===== config.mk =====
export PLATFORM = sky130hd
export DESIGN_NAME = vision_frame_deframer
export DESIGN_NICKNAME = d
export VERILOG_FILES = /design/src/hdl/vfd_pkg.sv /design/src/hdl/vfd_scale.sv /design/src/hdl/vision_frame_deframer.sv
export SDC_FILE = /design/constraint.sdc
export NUM_CORES = 1
export LEC_CHECK = 0
export BUFFER_PORTS_ARGS = -buffer_cell sky130_fd_sc_hd__buf_2
export CAP_MARGIN = 20
export CORE_ASPECT_RATIO = 0.5
export CORE_MARGIN = 1.5
export CORE_UTILIZATION = 61
export DETAILED_ROUTE_END_ITERATION = 12
export PLACE_DENSITY = 0.84
export SLEW_MARGIN = 40
export SYNTH_ARGS = -nofsm -noshare
export SYNTH_HDL_FRONTEND = slang
export SYNTH_SLANG_ARGS = --single-unit

===== constraint.sdc =====
create_clock -name clock -period 9.6 [get_ports clock]
set_input_delay 1.92 -clock clock [delete_from_list [all_inputs] [get_ports clock]]
set_output_delay 1.92 -clock clock [all_outputs]
set_load 0.02 [all_outputs]

===== src/hdl/vfd_pkg.sv =====
// ----------------------------------------------------------------------------
// vfd_pkg
// Shared types and constants for the vision frame deframer.
// ----------------------------------------------------------------------------
package vfd_pkg;

   localparam int BYTE_W  = 8;
   localparam int WORD_W  = 16;
   localparam int VALUE_W = 24;
   localparam int PAIRS   = 3;
   // frame positions 1..6 carry the three value pairs
   localparam int PAYLOAD_BYTES = 2 * PAIRS;

   localparam int CSR_DATA_W = 32;
   localparam int CSR_ADDR_W = 3;

   // 100.0 in 16 fractional bits
   localparam logic [VALUE_W-1:0] FULL_SCALE = 24'd6553600;
   // 6553600 = 200 * 32767 + 200
   localparam logic [7:0]         MAG_STEP   = 8'd200;
   localparam logic [14:0]        MAG_DIV    = 15'h7fff;

   localparam logic [BYTE_W-1:0] START_MARKER_RESET = 8'h73;
   localparam logic [BYTE_W-1:0] END_MARKER_RESET   = 8'h65;

   typedef enum logic {
      CSR_START_MARKER = 1'b0,
      CSR_END_MARKER   = 1'b1
   } csr_reg_type;

   typedef logic [BYTE_W-1:0]  byte_type;
   typedef logic [WORD_W-1:0]  word_type;
   typedef logic signed [VALUE_W-1:0] value_type;

endpackage


===== src/hdl/vfd_scale.sv =====
// ----------------------------------------------------------------------------
// vfd_scale
// Maps one 16-bit word (flag in bit 15, magnitude m below) to a signed 8.16 value:
// round(m * 100 / 32767), minus 100 when bit 15 is set.
// ----------------------------------------------------------------------------
module vfd_scale (
   input  vfd_pkg::word_type  word,
   output vfd_pkg::value_type value
);
   import vfd_pkg::*;

   logic [14:0] mag;
   logic [22:0] prod;
   logic [22:0] biased;
   logic [7:0]  quo_hi;
   logic [14:0] quo_lo;
   logic [15:0] rem;
   logic [8:0]  frac;
   logic [VALUE_W-1:0] pos;

   // m*6553600/32767 = 200m + 200m/32767; the second term is rounded.
   // Division by 2^15-1: y = a*2^15 + b gives y = a*(2^15-1) + (a+b),
   // and a+b stays below twice the divisor, so one compare fixes it up.
   always_comb begin
      mag    = word[14:0];
      prod   = 23'({8'd0, mag} * {15'd0, MAG_STEP});
      biased = prod + 23'(MAG_DIV >> 1);
      quo_hi = biased[22:15];
      quo_lo = biased[14:0];
      rem    = {8'd0, quo_hi} + {1'b0, quo_lo};
      frac   = {1'b0, quo_hi} + 9'(rem >= {1'b0, MAG_DIV});
      pos    = {1'b0, prod} + 24'(frac);
      value  = word[WORD_W-1] ? value_type'(pos - FULL_SCALE) : value_type'(pos);
   end

endmodule


===== src/hdl/vision_frame_deframer.sv =====
// ----------------------------------------------------------------------------
// vision_frame_deframer
// Frames serial bytes between start and end markers and decodes yaw,
// pitch and range as signed 8.16 values.
// ----------------------------------------------------------------------------
// Takes one byte beat per clock unless req_tready is low. While idle a byte
// equal to the start marker opens a frame; later bytes in positions 1-6 are
// stored, and a byte equal to the end marker (even in a data position)
// closes the frame and yields one result beat via the decode register, then
// the output register. Bytes 1-2, 3-4, 5-6 are read big-endian; a short
// frame reuses bytes left from earlier frames (zero after reset). A frame
// that reaches BUFFER_BYTES bytes without an end marker is dropped silently.
// Both stages stall under rsp_tready low, so req_tready only drops when both
// hold a result. Markers are set via the csr_ port at addresses 0x0 and 0x4.
// ----------------------------------------------------------------------------
module vision_frame_deframer #(
   parameter int BUFFER_BYTES = 10
) (
   input  logic                       clock,
   input  logic                       reset,
   // rx_byte[7:0]
   input  logic [7:0]                 req_tdata,
   input  logic                       req_tvalid,
   output logic                       req_tready,
   // yaw_value[23:0], pitch_value[47:24], range_value[71:48]
   output logic [71:0]                rsp_tdata,
   output logic                       rsp_tvalid,
   input  logic                       rsp_tready,
   input  logic                       csr_psel,
   input  logic                       csr_penable,
   input  logic                       csr_pwrite,
   input  logic [vfd_pkg::CSR_ADDR_W-1:0] csr_paddr,
   input  logic [vfd_pkg::CSR_DATA_W-1:0] csr_pwdata,
   output logic [vfd_pkg::CSR_DATA_W-1:0] csr_prdata,
   output logic                       csr_pready
);
   import vfd_pkg::*;

   localparam int CNT_W = $clog2(BUFFER_BYTES + 1);

   // configuration
   byte_type    start_marker_ff, end_marker_ff;
   csr_reg_type csr_sel;
   logic        csr_write;

   // framing state
   logic             collecting_ff, collecting_in;
   logic [CNT_W-1:0] fill_ff, fill_in;
   logic [CNT_W-1:0] fill_inc;
   byte_type         frame_ff [PAYLOAD_BYTES];
   byte_type         frame_in [PAYLOAD_BYTES];
   logic             req_beat;
   logic             frame_done;

   // decode stage and output stage
   logic      dec_valid_ff, dec_valid_in;
   word_type  dec_word_ff [PAIRS];
   value_type dec_value [PAIRS];
   logic      out_valid_ff, out_valid_in;
   logic [71:0] out_data_ff;
   logic      out_open, dec_open;

   // ---------------- configuration port ----------------
   assign csr_pready = 1'b1;
   assign csr_sel    = csr_reg_type'(csr_paddr[2]);
   assign csr_write  = csr_psel & csr_penable & csr_pwrite & csr_pready;

   always_ff @(posedge clock) begin
      if (reset) begin
         start_marker_ff <= START_MARKER_RESET;
         end_marker_ff   <= END_MARKER_RESET;
      end else if (csr_write) begin
         unique case (csr_sel)
            CSR_START_MARKER: start_marker_ff <= csr_pwdata[BYTE_W-1:0];
            CSR_END_MARKER:   end_marker_ff   <= csr_pwdata[BYTE_W-1:0];
            default: ;
         endcase
      end
   end

   always_comb begin
      unique case (csr_sel)
         CSR_START_MARKER: csr_prdata = {(CSR_DATA_W-BYTE_W)'(0), start_marker_ff};
         CSR_END_MARKER:   csr_prdata = {(CSR_DATA_W-BYTE_W)'(0), end_marker_ff};
         default:          csr_prdata = '0;
      endcase
   end

   // ---------------- flow control ----------------
   assign out_open   = ~out_valid_ff | rsp_tready;
   assign dec_open   = ~dec_valid_ff | out_open;
   assign req_tready = dec_open;
   assign req_beat   = req_tvalid & req_tready;

   // ---------------- framing ----------------
   assign fill_inc = fill_ff + CNT_W'(1);

   always_comb begin
      collecting_in = collecting_ff;
      fill_in       = fill_ff;
      frame_done    = 1'b0;
      for (int i = 0; i < PAYLOAD_BYTES; i++) begin
         frame_in[i] = frame_ff[i];
      end
      if (req_beat) begin
         if (!collecting_ff) begin
            if (req_tdata == start_marker_ff) begin
               collecting_in = 1'b1;
               fill_in       = CNT_W'(1);
            end
         end else begin
            // only positions 1..6 are ever decoded
            for (int i = 0; i < PAYLOAD_BYTES; i++) begin
               if (fill_ff == CNT_W'(i + 1)) begin
                  frame_in[i] = req_tdata;
               end
            end
            fill_in = fill_inc;
            if (req_tdata == end_marker_ff) begin
               frame_done    = 1'b1;
               collecting_in = 1'b0;
               fill_in       = '0;
            end else if (fill_inc >= CNT_W'(BUFFER_BYTES)) begin
               collecting_in = 1'b0;
               fill_in       = '0;
            end
         end
      end
   end

   always_ff @(posedge clock) begin
      if (reset) begin
         collecting_ff <= 1'b0;
         fill_ff       <= '0;
         for (int i = 0; i < PAYLOAD_BYTES; i++) begin
            frame_ff[i] <= '0;
         end
      end else begin
         collecting_ff <= collecting_in;
         fill_ff       <= fill_in;
         for (int i = 0; i < PAYLOAD_BYTES; i++) begin
            frame_ff[i] <= frame_in[i];
         end
      end
   end

   // ---------------- decode register ----------------
   always_comb begin
      dec_valid_in = dec_valid_ff;
      if (dec_open) begin
         dec_valid_in = frame_done;
      end
   end

   always_ff @(posedge clock) begin
      if (reset) begin
         dec_valid_ff <= 1'b0;
      end else begin
         dec_valid_ff <= dec_valid_in;
      end
   end

   always_ff @(posedge clock) begin
      if (frame_done) begin
         for (int p = 0; p < PAIRS; p++) begin
            dec_word_ff[p] <= {frame_in[2*p], frame_in[2*p+1]};
         end
      end
   end

   for (genvar p = 0; p < PAIRS; p++) begin : g_scale
      vfd_scale u_scale (
         .word  (dec_word_ff[p]),
         .value (dec_value[p])
      );
   end

   // ---------------- output register ----------------
   always_comb begin
      out_valid_in = out_valid_ff;
      if (out_open) begin
         out_valid_in = dec_valid_ff;
      end
   end

   always_ff @(posedge clock) begin
      if (reset) begin
         out_valid_ff <= 1'b0;
      end else begin
         out_valid_ff <= out_valid_in;
      end
   end

   always_ff @(posedge clock) begin
      if (out_open && dec_valid_ff) begin
         out_data_ff <= {dec_value[2], dec_value[1], dec_value[0]};
      end
   end

   assign rsp_tvalid = out_valid_ff;
   assign rsp_tdata  = out_data_ff;

endmodule


==> summary by stage <==
Hold path
The path class of the tightest hold or removal check is flip-flop to flip-flop.

Yosys
Yosys mapped a number of flops with a built-in enable equal to 120. The most frequently used flop master after synthesis is sky130_fd_sc_hd__edfxtp_1. Yosys mapped the design onto 93 distinct sky130hd cell types. The number of storage elements in the synthesis netlist is 191. Yosys printed 0 warnings. The synthesized area per cell is 9.79 um^2. Synthesis handed over a netlist of 1627 instances. After synthesis the cells add up to 0.0159 mm^2. After synthesis, the share of flip-flops with an asynchronous set or reset is 0. The fraction of the yosys area taken by sequential cells is 0.315.

CTS
After clock tree synthesis, the clock-pin slew on the worst setup and hold paths is 80 ps. The H-tree generated during clock tree synthesis spans 4 levels. Buffers inserted to repair hold after CTS numbered 0. TritonCTS built the clock tree. The number of clock buffers added by TritonCTS is 17. For the worst-skew pair, the clock arrives at the later sink with an insertion delay of 450 ps.

In this run the clock root is driven by a sky130_fd_sc_hd__clkbuf_16. The clock passes through at most 2 buffers. The CTS sink count is 191.

Global route
The via count of the first global-routing pass was 11.5k. The first global-routing pass estimated 55.6 mm of wire. The total congestion overflow after global routing is 0. The number of antenna violations at the first check in global routing is 0. The global-route total usage across every layer is 0.255. Entering global routing, the biggest net connects 73 pins.

STA
The worst-case headroom to the max-slew limit is 0.423. The final critical-path share of the clock period is 0.930. The final max-slew violation count is 0.

Setup violations remaining at the end of the flow were counted as 0. For the final routed database, the setup TNS stands at 0 ps. The top achievable clock speed is 112 MHz. Subtracting the final worst setup slack from the clock period gives 8930 ps. Between clock sinks in the finished design, the worst skew comes to 8.86 ps.

Setup repair after global routing left no endpoint under its margin. At the pin with the least slew margin, the transition time is 861 ps. The hold violation total from the final report is 0.

Cells and area
For this run, the post-layout net count is 2001. From synthesis to final layout, the design area changed by 9.05%. At the end of the flow the core is filled with cells to 0.683. 0 antenna diodes ended up in the layout.

Leaving out fill and tap cells, the most frequent cell in the layout is sky130_fd_sc_hd__ha_1. The top cell types in the final layout, fill and taps aside, are sky130_fd_sc_hd__ha_1 (200), sky130_fd_sc_hd__inv_1 (141), sky130_fd_sc_hd__edfxtp_1 (120), sky130_fd_sc_hd__buf_2 (105), sky130_fd_sc_hd__xnor2_1 (96). The layout cell share with drive strength beyond 1 is 0.147.

Routing
In the final routed layout, each cell accounts on average for 16.2 um. The pre-antenna-repair detailed-routing pass consisted of 5 iterations. In this run the remaining antenna-violating nets after routing total 0.

The first routing iteration left 959 violations. The ratio of routed vias to standard cells is 5.85. The total wirelength of the detailed-routed design is 33.6 mm. The routed layout has 12.2k vias. For this run, design rule violations remaining after detail routing come to 0.

Power and ir drop
Dividing total power by cell area gives a power density of 92.6 mW/mm^2. After layout, the design draws a total of 0.00161 W. The standby leakage power is 7.85 nW. The highest ir drop seen on vdd is 0.0000794 V.

Setup path
Data on the critical path is required at its endpoint by 9800 ps. Of all nets on the critical path, the largest fanout is 6. The critical path startpoint category is a flip-flop. For this design, the slowest cell found on the critical path is sky130_fd_sc_hd__or4b_1.

On the critical path the largest part of the delay comes from compound AO/OA/AOI/OAI gates. The number of buffer and inverter stages on the critical path is 1. The most repeated library cell on the critical path is sky130_fd_sc_hd__ha_1. The endpoint kind of the worst setup timing path is a flip-flop. The type of the worst setup path is flip-flop to flip-flop. On the worst path, the slowest cell contributes a delay of 490 ps. The data arrival at the endpoint of the critical path is 9130 ps.

Floorplanning
The height of the chip is 117 um. The floorplan step defined a die boundary enclosing 0.0272 mm^2. The number of primary I/O pins is 157. The floorplan core area is 0.0254 mm^2. The total number of placement rows is 41.

The effective utilization at floorplan is 0.626. The die width is 232 um.

Placed design
Routability-driven placement finished with a final weighted congestion of 0.943. During placement, the flow inserted port buffers numbering 105. The wire-length estimate of the detail-placed layout is 25.2 mm.

Status
The flow ran to the end, and the final reports show no timing, DRC or antenna violations.

Run
The reported max-cap violation count is 0.
## final cells by class
type | count | area [um^2]
inverter | 141 | 529
fill | 1976 | 8070
timing repair buffer | 118 | 627
sequential | 191 | 5020
tap | 344 | 430
clock buffer | 19 | 433
multi-input combinational | 1251 | 10200
clock inverter | 13 | 145
## final timing paths
check | from | endpoint | slack, ps | cells after the start
worst max register to register | dec_word_ff[0][2] | rsp_tdata[22] | 670 | 35
worst max-delay path | dec_word_ff[0][2] | rsp_tdata[22] | 670 | 35
worst min register to register | end_marker_ff[3] | end_marker_ff[3] | 480 | 2
worst min-delay path | end_marker_ff[3] | end_marker_ff[3] | 480 | 2
## cell families (layout without fill, tap and decap cells)
kind of cell	after synthesis	in the layout	synth area share
and+or+nand+nor	457	457	0.152
AOI/OAI and AO/OA	287	287	0.133
adders and majority gates	231	231	0.196
xor gates and xnor gates	180	180	0.0994
muxes	71	71	0.0491
other	2	25	0.000471
buffers and inverters	208	291	0.0556
DFF	191	191	0.315
## metrics by stage
stage	cells	worst slack, ps	area, um^2	hold slack [ps]
3_5_place_dp	2042	461	16700	473
5_1_grt	2077	5.87	17400	502
4_1_cts	2074	380	17300	483
3_3_place_gp	2042	669	16700	467
6_report	2077	669	17400	482
2_1_floorplan	1650	1580	16000	458
## timing repair
item,in CTS,in global routing
buffers inserted,0,3
resized for setup,0,11
endpoints found under the setup margin,0,11
## worst reg2reg max path: cells and delay by family (launching register included)
family	cells	cell delay, ps
xor gates and xnor gates	4	800
and+or+nand+nor	9	1760
DFF	1	460
adders and majority gates	8	2540
buffers and inverters	1	40
AOI/OAI and AO/OA	13	3060
## state kept, by name, indices dropped and copies added (netlist names)
name,cells
start_marker_ff,8
rsp_tdata,72
collecting_ff,1
rsp_tvalid,1
frame_ff,48
end_marker_ff,8
fill_ff,4
dec_word_ff,48
dec_valid_ff,1
## synth_stat cells (all sizes together) (29+ instances only)
| master | number | area (um^2) |
|---|---|---|
| nand2 | 84 | 315 |
| a21oi | 67 | 335 |
| ha | 201 | 2510 |
| nor2b | 68 | 425 |
| xor2 | 83 | 734 |
| clkbuf | 38 | 144 |
| edfxtp | 120 | 3600 |
| buf | 29 | 213 |
| o21ai | 41 | 205 |
| mux2 | 57 | 642 |
| dfxtp | 71 | 1420 |
| nand3 | 45 | 225 |
| nor3 | 30 | 155 |
| fa | 30 | 601 |
| inv | 141 | 529 |
| xnor2 | 97 | 850 |
| nor2 | 87 | 327 |
## layer usage
metal  up-vias  track usage  wire length, um
met5         -            0                0
met4         0       0.0771              510
met3        38       0.0356             1560
met2       304        0.436            15600
met1      5828        0.341            15900
li1       5980            -                -
## report_power, final
| part | switching, W | internal, W |
|---|---|---|
| combinational | 0.0000326 | 0.0000126 |
| sequential | 0.00000177 | 0.000863 |
| clock | 0.000331 | 0.000369 |
| total | 0.000365 | 0.00124 |
No activity file was read; power rests on OpenSTA's default activity.
